--- src/rtl/iau_pkg.sv ---
// Shared types and constants for the 64-bit integer arithmetic unit.
// No dependencies; every other file of the block imports this package.
package iau_pkg;

  localparam int WORD_W  = 64;
  localparam int HALF_W  = 32;
  localparam int SHIFT_W = 6;
  localparam int CMD_W   = 3;
  localparam int MUL16_W = 16;

  // Command codes.
  localparam logic [CMD_W-1:0] CMD_ADD   = 3'd0;
  localparam logic [CMD_W-1:0] CMD_SUB   = 3'd1;
  localparam logic [CMD_W-1:0] CMD_ASR   = 3'd2;
  localparam logic [CMD_W-1:0] CMD_SHL   = 3'd3;
  localparam logic [CMD_W-1:0] CMD_NEG   = 3'd4;
  localparam logic [CMD_W-1:0] CMD_MUL32 = 3'd5;
  localparam logic [CMD_W-1:0] CMD_MUL64 = 3'd6;
  localparam logic [CMD_W-1:0] CMD_MUL16 = 3'd7;

  // One item after operand preparation, as held in the first stage.
  typedef struct packed {
    logic [CMD_W-1:0]   cmd;
    logic [WORD_W-1:0]  a;
    logic [WORD_W-1:0]  b;
    logic [SHIFT_W-1:0] shift;
  } op_t;

  // True for the three multiply commands.
  function automatic logic is_mul(input logic [CMD_W-1:0] cmd);
    return (cmd == CMD_MUL32) || (cmd == CMD_MUL64) || (cmd == CMD_MUL16);
  endfunction

endpackage

--- src/rtl/iau_alu.sv ---
// Add, subtract, negate and shift datapath, registered at the second stage.
// Depends on iau_pkg for the operand struct and command codes.
module iau_alu
  import iau_pkg::*;
(
  input  logic              clk,
  input  op_t               op,
  output logic [WORD_W-1:0] alu_result
);

  logic [WORD_W-1:0] alu_next;

  // Select the non-multiply operation for the item in the first stage.
  always_comb begin
    case (op.cmd)
      CMD_ADD: alu_next = op.a + op.b;
      CMD_SUB: alu_next = op.a - op.b;
      CMD_ASR: alu_next = $unsigned($signed(op.a) >>> op.shift);
      CMD_SHL: alu_next = op.a << op.shift;
      CMD_NEG: alu_next = {WORD_W{1'b0}} - op.a;
      default: alu_next = {WORD_W{1'b0}};
    endcase
  end

  // Payload register; needs no reset.
  always_ff @(posedge clk) begin
    alu_result <= alu_next;
  end

endmodule

--- config.mk ---
export PLATFORM = sky130hd
export DESIGN_NAME = iau_alu
export DESIGN_NICKNAME = d
export VERILOG_FILES = /design/src/rtl/iau_pkg.sv /design/src/rtl/iau_alu.sv
export SDC_FILE = /design/constraint.sdc
export NUM_CORES = 1
export LEC_CHECK = 0
export ABC_CLOCK_PERIOD_IN_PS = 5100
export BUFFER_PORTS_ARGS = -buffer_cell sky130_fd_sc_hd__buf_4
export CAP_MARGIN = 20
export CORE_UTILIZATION = 50
export CTS_CLUSTER_DIAMETER = 50
export DETAILED_ROUTE_END_ITERATION = 8
export GPL_TIMING_DRIVEN = 1
export PLACE_DENSITY = 0.7
export SKIP_LAST_GASP = 1
export SYNTH_ARGS = -nofsm -noshare
export SYNTH_HDL_FRONTEND = slang
export SYNTH_SLANG_ARGS = --single-unit
--- constraint.sdc ---
create_clock -name clk -period 5.1 [get_ports clk]
set_clock_uncertainty 0.05 [all_clocks]
set_input_delay 0.255 -clock clk [delete_from_list [all_inputs] [get_ports clk]]
set_output_delay 0.255 -clock clk [all_outputs]
set_load 0.05 [all_outputs]
Word-level counts from Yosys, hierarchy flattened
Index checks and enable logic that the tools add are counted.

word-level totals
  flip-flop bits (word level) = 64
  latch bits = 0
  memory bits (writable) = 0
  memory bits (read-only) = 0
  input bits = 138
  output and inout port bits = 64
  logic and storage cells = 12
  memories kept = 0

operators by class
  add/subtract/negate cells = 3
  $mul = 0
  divide/modulo/power cells = 0
  magnitude comparators = 0
  eq/ne operators = 4
  shifts and indexed selects = 2
  muxes and demuxes = 1
  bitwise operators = 0
  reductions and logical operators = 1

operator list
  cell                                                                    number
  64-bit case mux with 5 select lines                                     1
  64-bit adder                                                            1
  64-bit by 6-bit left shift with 64-bit output                           1
  64-bit by 6-bit >>> shifter with 64-bit output                          1
  1-bit by 64-bit subtractor with 64-bit output (first input constant)    1
  64-bit subtractor                                                       1
  3-bit by 2-bit equality test with 1-bit output (second input constant)  2
  3-bit by 1-bit equality test with 1-bit output (second input constant)  1
  3-bit equality test (second input constant)                             1
  3-bit logical NOT                                                       1

Depth between registers and ports, before layout
Gate-level depths: netlist of the first run.

  depth after elaboration = 2
  mapped depth = 21
  gate-level depth less buffers = 21

Least setup slack after synthesis of the first run
No wires, ideal clock.

  kind = input to register
  start point = input op[25] in the netlist's numbering
  end point = register alu_result[56]
  data arrival time = 4.318 ns
  required time = 4.913 ns
  setup slack = 0.595 ns
  cell stages on the path = 18
  buffers on the path = 1
  cell sequence = or4_1 > or3_1 > nor3_1 > and3_1 > nand2_1 > o21ai_0 > xor2_1 > ha_1 > clkbuf_1 > inv_1 > o21bai_1 > a21oi_1 > o21ai_0 > nor3_1 > o31ai_1 > o41ai_1 > mux2i_1 > o221ai_1

on the way
  longest elaborated chain between the ends = 2
  elaborated cells between the ends (all ways) = 3
  classes of those cells = add/sub: 2; mux: 1

ends and longest elaborated chain
  element                                                   RTL line                      source
  from (decl)                                               iau_alu.sv:7                  input op_t op,
  64-bit subtractor / 64-bit adder (equally long branches)  iau_alu.sv:17, iau_alu.sv:16
  64-bit case mux with 5 select lines (*)                   iau_alu.sv:15                 case (op.cmd)
  net alu_next[56]                                          iau_alu.sv:11                 logic [WORD_W-1:0] alu_next;
  to (signal assigned)                                      iau_alu.sv:27                 alu_result <= alu_next;
  to (decl)                                                 iau_alu.sv:8                  output logic [WORD_W-1:0] alu_result

The timed path passes the listed nets; every way through them passes the cells marked *.

Final worst setup path of the first run
  start point = input op[16] in the netlist's numbering
  end point = register alu_result[56]

The elaborated chain is that of the path after synthesis.

==> run summary, run 1 <==
The setup TNS after final layout came out at 0 ns. The register with the most flip-flops in the layout has between 60 and 70 of them. Walking the worst path, the cells encountered are buf_4, or4_1, nor3_1, nand3_1, nor2_1, nand4_1, or4_1, or2_1, o21ai_0, xor2_1, ha_1, inv_1, o21bai_1, a21oi_1, nand2b_1, a21oi_1, o41ai_1, buf_4, mux2i_1, o221ai_1. The die extent in x came out at 184 um. Together, buffers and inverters on the worst path number 3. The largest registers in the layout are alu_result x64. STA classifies the critical path startpoint as an input port. The critical path is of the in2reg type. The number of flip-flops and latches in the synthesized netlist is 64. The final cell count without fillers is about 2800. The cell sitting at the root of the clock tree is a sky130_fd_sc_hd__clkbuf_16.

The worst pin sits at a relative slew slack of a little under a quarter. The count of cells resized by post-cts repair came out at 0. The hold violation total from the final report is 0.

The met2 layer wire length in the routed design is roughly 33000 um. The area growth from synthesis to layout is 12.0%. The critical-path maximum fanout is 5. The area of the placeable core came out at 0.0326 mm^2. The layout has around 3100 filler cells.

Across every metal layer, demand over resource in global routing totals a little under half. The buffer count from post-CTS setup fixing came out at 0. For this design, the slowest cell found on the critical path is sky130_fd_sc_hd__or4_1.

The weighted congestion at the end of routability-driven global placement is 1.08. Setup violations remaining at the end of the flow were counted as 0. The remaining antenna violation count came out at 0.

The clock transition at the registers of the reported paths came out at approximately 0.070 ns. The number of flops mapped to enable cells by yosys is 0. The data arrival time of the critical path came out at between 4 and 5 ns. Across all setup checks in the final design, the least slack found is approximately 0.30 ns.

The gate count of the mapped netlist is about 2300. The largest net degree at the start of global routing came out at 100. The overall overflow remaining after global route is 0. The total routed wirelength is about 80000 um.

The top layer used by detailed routing is met5. The most common cell after layout, fill and taps aside is sky130_fd_sc_hd__nor2_1. The total design power is about 4000 uW.

The final clock period utilization by the worst path came out at a little over nine tenths. The number of detailed-routing iterations run before antenna repair came out at 9. Dividing the detail-routed wire length by the instance count gives roughly 29 um.

The number of hold buffers added after CTS came out at 0. The Yosys warning count came out at 0. The number of port buffers came out at between 200 and 250. The number of nets in the synthesized netlist came out at between 2000 and 2500.

The CTS tree is yes. The routed wire length on met3 is between 10000 and 15000 um. For the pin with the worst max-slew slack, the measured transition is 1.15 ns. The die height came out at roughly 180 um. The nature of the critical path endpoint is a flop. For this run, asynchronously set or reset flops after synthesis account for 0%. The number of cells in the design after placement came out at around 2800. The final routed DRC violation total is 0. The area enclosed by the die boundary is 0.0340 mm^2.

Setup repair after global routing left no endpoint under its margin. The leakage component of the power is 0.00730 uW. The detailed-route via count came out at 20028. The largest stage delay on the critical path is slightly below 0.6 ns. The average size of a mapped cell came out at approximately 7.3 um^2. The netlist area before placement is between 0.015 and 0.02 mm^2.

The top cell types in the final layout, fill and taps aside, are sky130_fd_sc_hd__nor2_1, sky130_fd_sc_hd__buf_4, sky130_fd_sc_hd__a21oi_1, sky130_fd_sc_hd__o21ai_0, sky130_fd_sc_hd__nand2_1. The number of slew-limit violations in the final report came out at 0. The HPWL reported at the end of detailed placement came out at 61700 um. The timing-limited maximum frequency came out at 208 MHz. The tool flagged a number of max-cap violations equal to 0. Before CTS, the worst setup slack after placement is approximately 0.033 ns. The fraction of layout cells with a size suffix above 1 is approximately 20%.

Pin placement for this block handled ~200 I/O pins. The H-tree depth came out at 3. The number of distinct library cell variants in the gate-level netlist after synthesis is a little under 80. For this run, the leading register cell type out of synthesis is sky130_fd_sc_hd__dfxtp_1.

In this run, the number of DRC markers left after iteration 0 of detailed routing was approximately 3400. The worst path required time came out at between 5 and 6 ns. The number of antenna violations at the first check in global routing came out at 5. The worst hold path begins at op[70]. The via count of the first global-routing pass came out at ~18000. The clock passes through at most 2 buffers.

The routed design could run at a clock period as short as between 4 and 5 ns. The detailed router put a total of around 30000 um of wire on met1. More flip-flops sit in one register than any other, and that register is alu_result.

The power density normalized to cell area is roughly 220 mW/mm^2. The number of instances on the worst hold path came out at 3. The portion of the post-synthesis area used by sequential elements is under 10%. The initial utilization of the core area, before any placement, comes to 51.0%.

In this run the worst setup path begins at op[16]. Counting every sink on the clock net gives between 60 and 70. In this run the core area contains 66 standard-cell rows. The first-pass GRT wire length came out at 117000 um.

The worst-case vdd ir drop came out at roughly 240 uV. The flow ran to the end, and the final reports show no timing, DRC or antenna violations. The number of vias per cell after detailed routing came out at 7.23. Grouping stages by cell kind, the critical path spends the most delay in simple AND/OR/NAND/NOR gates. The critical path depth in cells is 20. The total clock buffers created by CTS came out at 9. The min-delay analysis places its worst path in the category in2reg.

The net count of the finished layout came out at between 2000 and 3000. The final hold slack came out at roughly 0.28 ns.
==> layout make-up <==
| cell class | count | area (um^2) | area share [%] |
|---|---|---|---|
| Tap cell | 442 | 553 | 2.97 |
| Inverter | 35 | 135 | 0.725 |
| Clock buffer | 10 | 229 | 1.23 |
| Antenna cell | 1 | 2.50 | 0.0134 |
| Sequential cell | 64 | 1280 | 6.88 |
| Clock inverter | 6 | 60.1 | 0.322 |
| Multi-Input combinational cell | 1948 | 14300 | 77.0 |
| Timing Repair Buffer | 266 | 2030 | 10.9 |
==> cells in the mapped netlist, types with 64 or more instances <==
| library cell | count | area [um^2] |
|---|---|---|
| sky130_fd_sc_hd__xnor2_1 | 83 | 727 |
| sky130_fd_sc_hd__dfxtp_1 | 64 | 1280 |
| sky130_fd_sc_hd__nor2_1 | 362 | 1360 |
| sky130_fd_sc_hd__mux4_2 | 134 | 3020 |
| sky130_fd_sc_hd__o21ai_0 | 181 | 906 |
| sky130_fd_sc_hd__a21oi_1 | 195 | 976 |
| sky130_fd_sc_hd__clkbuf_1 | 177 | 664 |
| sky130_fd_sc_hd__xor2_1 | 83 | 727 |
| sky130_fd_sc_hd__nand2_1 | 165 | 619 |
| sky130_fd_sc_hd__mux2i_1 | 97 | 971 |
| sky130_fd_sc_hd__nor3_1 | 73 | 365 |
| sky130_fd_sc_hd__ha_1 | 65 | 813 |
==> path summary, 6_finish.rpt <==
check	slack [ns]	end
setup / recovery	0.30	alu_result[56]
hold / removal	0.28	alu_result[0]
==> routing by layer <==
metal | global-route usage, % | vias to the layer above
li1 | - | 8599
met1 | 62.2 | 9454
met2 | 66.3 | 1661
met3 | 14.3 | 310
met4 | 26.6 | 4
met5 | 0 | -
==> power by group <==
part	internal, uW	switching [uW]	leakage (uW)
sequential	583	32.7	0.000534
clock	376	270	0.000138
combinational	964	1800	0.00663
==> per-stage QoR <==
| stage | instance area [um^2] | util, % |
|---|---|---|
| 6_report | 18600 | 57.1 |
| 5_1_grt | 18600 | 57.1 |
| 4_1_cts | 18600 | 57.1 |
| 3_5_place_dp | 18300 | 56.2 |
| 3_3_place_gp | 18300 | 56.2 |
| 2_1_floorplan | 16600 | - |
==> logic make-up (layout without fill, tap and decap cells) <==
family / Yosys count / after routing / share of synthesized area (%)
compound gates: 654 / 654 / 24.6
xor+xnor: 166 / 166 / 8.74
fa+ha+maj: 66 / 66 / 5.01
buf+inv: 264 / 317 / 6.12
flops: 64 / 64 / 7.70
mux: 259 / 259 / 25.9
other cells: 0 / 1 / 0
simple gates: 803 / 803 / 21.9
(Power assumes the default switching activity.)
==> run 2: changes to the inputs <==
RECOVER_POWER = 25   (was unset)
==> run summary, run 2 (synthesized netlist as in run 1, its figures left out) <==
The path type of the worst setup path was in2reg (unchanged). The fraction of layout cells with a size suffix above 1 came out at 18.5% (was 19.9%). Leading cell types in the layout, fill and taps excluded: sky130_fd_sc_hd__nor2_1, sky130_fd_sc_hd__buf_4, sky130_fd_sc_hd__a21oi_1, sky130_fd_sc_hd__o21ai_0, sky130_fd_sc_hd__nand2_1 (unchanged). The cell with the largest stage delay on the worst path is sky130_fd_sc_hd__or4_1 (unchanged). The classification of the worst-slack hold path is in2reg (unchanged). The leakage component of the power came out at 0.00718 uW (was 0.00730 uW).

The register name with the most flops is alu_result (unchanged). The cell chosen for the clock root is sky130_fd_sc_hd__clkbuf_16 (unchanged). The number of failing setup endpoints in the final timing report is 0 (unchanged). The detailed-route via count came out at 19959 (was 20028). The sink of the worst hold path is alu_result[5] (was alu_result[0]).

The area enclosed by the die boundary came to 0.0340 mm^2 (unchanged). The routed wire length per instance came out at 28.5 um (was 28.7 um). The origin of the worst min-delay path was op[75] (was op[70]). The count of cells resized by post-cts repair came out at 0 (unchanged).

The most common cell after layout, fill and taps aside is sky130_fd_sc_hd__nor2_1 (unchanged). The overall overflow remaining after global route came out at 0 (unchanged). The actual slew at the worst max-slew pin came to 1.12 ns (was 1.15 ns).

The remaining antenna violation count came out at 0 (unchanged). The weighted congestion at the end of routability-driven global placement came to 1.08 (unchanged). The largest stage delay on the critical path came out at 0.58 ns (about the same). The final worst setup slack was 0.295 ns (was 0.303 ns).

The power density normalized to cell area is 215 mW/mm^2 (was 216 mW/mm^2). The H-tree depth is 3 (unchanged). Cell chain of the critical path: buf_4, or4_1, nor3_1, nand3_1, nor2_1, nand4_1, or4_1, or2_1, o21ai_0, xor2_1, ha_1, a21oi_1, o21ai_0, a21oi_1, nor2b_1, nor3_1, o21a_1, o41ai_1, xnor2_1, o21ai_1 (was buf_4, or4_1, nor3_1, nand3_1, nor2_1, nand4_1, or4_1, or2_1, o21ai_0, xor2_1, ha_1, inv_1, o21bai_1, a21oi_1, nand2b_1, a21oi_1, o41ai_1, buf_4, mux2i_1, o221ai_1). The total clock buffers created by CTS was 9 (unchanged). The final core area utilization is 56.8% (was 57.1%). The boundary pin count came out at 202 (unchanged). The total routed wirelength is 79100 um (was 79600 um). The die extent in x came out at 184 um (unchanged).

The CTS tree is yes (unchanged). The clock transition at the registers of the reported paths is 0.06 ns (was 0.07 ns). The number of clock sinks came out at 64 (unchanged). Largest registers in the final layout: alu_result x64 (unchanged).

The count of max-cap constraint violations came to 0 (unchanged). The initial cell density of the core came out at 51.0% (unchanged). The net count of the finished layout is 2528 (unchanged). The timing-limited maximum frequency is 208 MHz (about the same). The die height came out at 184 um (unchanged). The type of origin of the critical path is an input port (unchanged). The first-pass GRT wire length came out at 117000 um (unchanged). The largest net degree at the start of global routing came out at 100 (unchanged). The worst path required time is 5.27 ns (was 5.25 ns). The buffer count from post-CTS setup fixing came to 0 (unchanged). The number of port buffers is 201 (unchanged). The number of cells in the design after placement is 2754 (unchanged). The setup TNS after final layout came out at 0 ns (unchanged). The number of buffers on the longest clock path is 2 (unchanged). The global-route usage over all layers was 46.7% (unchanged). The data arrival time of the critical path is 4.98 ns (was 4.95 ns). The final cell count without fillers was 2774 (was 2772). The number of slew-limit violations in the final report is 0 (unchanged). The critical path buffer and inverter count came out at 1 (was 3). The number of instances on the worst hold path is 4 (was 3).

The critical-path maximum fanout is 6 (was 5). The placement row count came out at 66 (unchanged). Result of the run: finished clean (unchanged).

The final clock period utilization by the worst path is 94.2% (was 94.1%). The first-iteration detailed-routing DRC count is 3208 (was 3431). The final routed DRC violation total was 0 (unchanged). The hold violation total from the final report came out at 0 (unchanged).

The number of antenna violations at the first check in global routing is 5 (unchanged). Setup repair after global routing missed its margin: no (unchanged). The layout overhead on the synthesized area is 11.3% (was 12.0%). The shortest clock period the worst path allows after layout is 4.81 ns (was 4.80 ns). The area of the placeable core was 0.0326 mm^2 (unchanged). The worst-case vdd ir drop is 242 uV (was 243 uV). The flip-flop count of the largest register, all copies and words added was 64 (unchanged). The cell family contributing the most delay on the critical path is simple AND/OR/NAND/NOR gates (unchanged). The number of detailed-routing iterations run before antenna repair came to 8 (was 9). The via count of the first global-routing pass came out at 18385 (unchanged).

The HPWL reported at the end of detailed placement is 61700 um (unchanged). The number of inserted filler cells in the final layout is 3150 (was 3125). The normalized max-slew margin came out at 24.9% (was 22.6%).

The post-placement worst setup slack came to 0.0326 ns (unchanged). The number of vias per cell after detailed routing came out at 7.20 (was 7.23). The nature of the critical path endpoint is a flop (unchanged). The number of hold buffers added after CTS is 0 (unchanged).
[run 2: cell count changes in the layout (fill, tap and decap cells not counted)]
cell	before	now
sky130_fd_sc_hd__buf_4	261	229
sky130_fd_sc_hd__diode_2	1	3
sky130_fd_sc_hd__clkbuf_1	1	33
[run 2: report_power, final]
group | switching, uW | internal [uW]
Clock | 269 | 376
Combinational | 1790 | 929
Sequential | 31.0 | 583
Total | 2090 | 1890
[run 2: tightest hold or removal path, stage by stage]
cell and delay (ns):
sky130_fd_sc_hd__buf_4 0.16, sky130_fd_sc_hd__nand2_1 0.07, sky130_fd_sc_hd__a31oi_1 0.07, sky130_fd_sc_hd__o221ai_1 0.07
[run 2: layout make-up]
| cell class | count | area [um^2] | share of cell area, % |
|---|---|---|---|
| sequential | 64 | 1280 | 6.92 |
| clock inverter | 6 | 60.1 | 0.324 |
| timing repair buffer | 266 | 1910 | 10.3 |
| tap | 442 | 553 | 2.99 |
| antenna | 3 | 7.51 | 0.0405 |
| inverter | 35 | 135 | 0.730 |
| multi-input combinational | 1948 | 14300 | 77.4 |
| clock buffer | 10 | 229 | 1.24 |
[run 2: through the flow]
step | cell area [um^2] | hold slack (ns) | total power [uW]
2_1_floorplan | 16600 | 0.399 | 2360
3_3_place_gp | 18300 | 0.621 | 3250
3_5_place_dp | 18300 | 0.626 | 3260
4_1_cts | 18600 | 0.257 | 3910
5_1_grt | 18500 | 0.254 | 4140
6_report | 18500 | 0.279 | 3980
[run 2: worst max-delay path by stage]
stage	startpoint	to	slack [ns]	depth (start not counted)
CTS	op[16]	alu_result[56]	0.38	18
global placement	op[16]	alu_result[56]	0.10	18
detailed placement	op[16]	alu_result[56]	0.03	18
finish	op[16]	alu_result[63]	0.29	20
floorplan	op[25]	alu_result[56]	0.59	18
global route	op[16]	alu_result[51]	0.02	19
[run 2: metal layers]
layer	up-vias	track usage (%)	routed length, um
met5	-	0	24
met1	9417	62.2	30000
met3	302	14.3	11500
li1	8592	-	-
met2	1644	66.3	32600
met4	4	26.6	5020
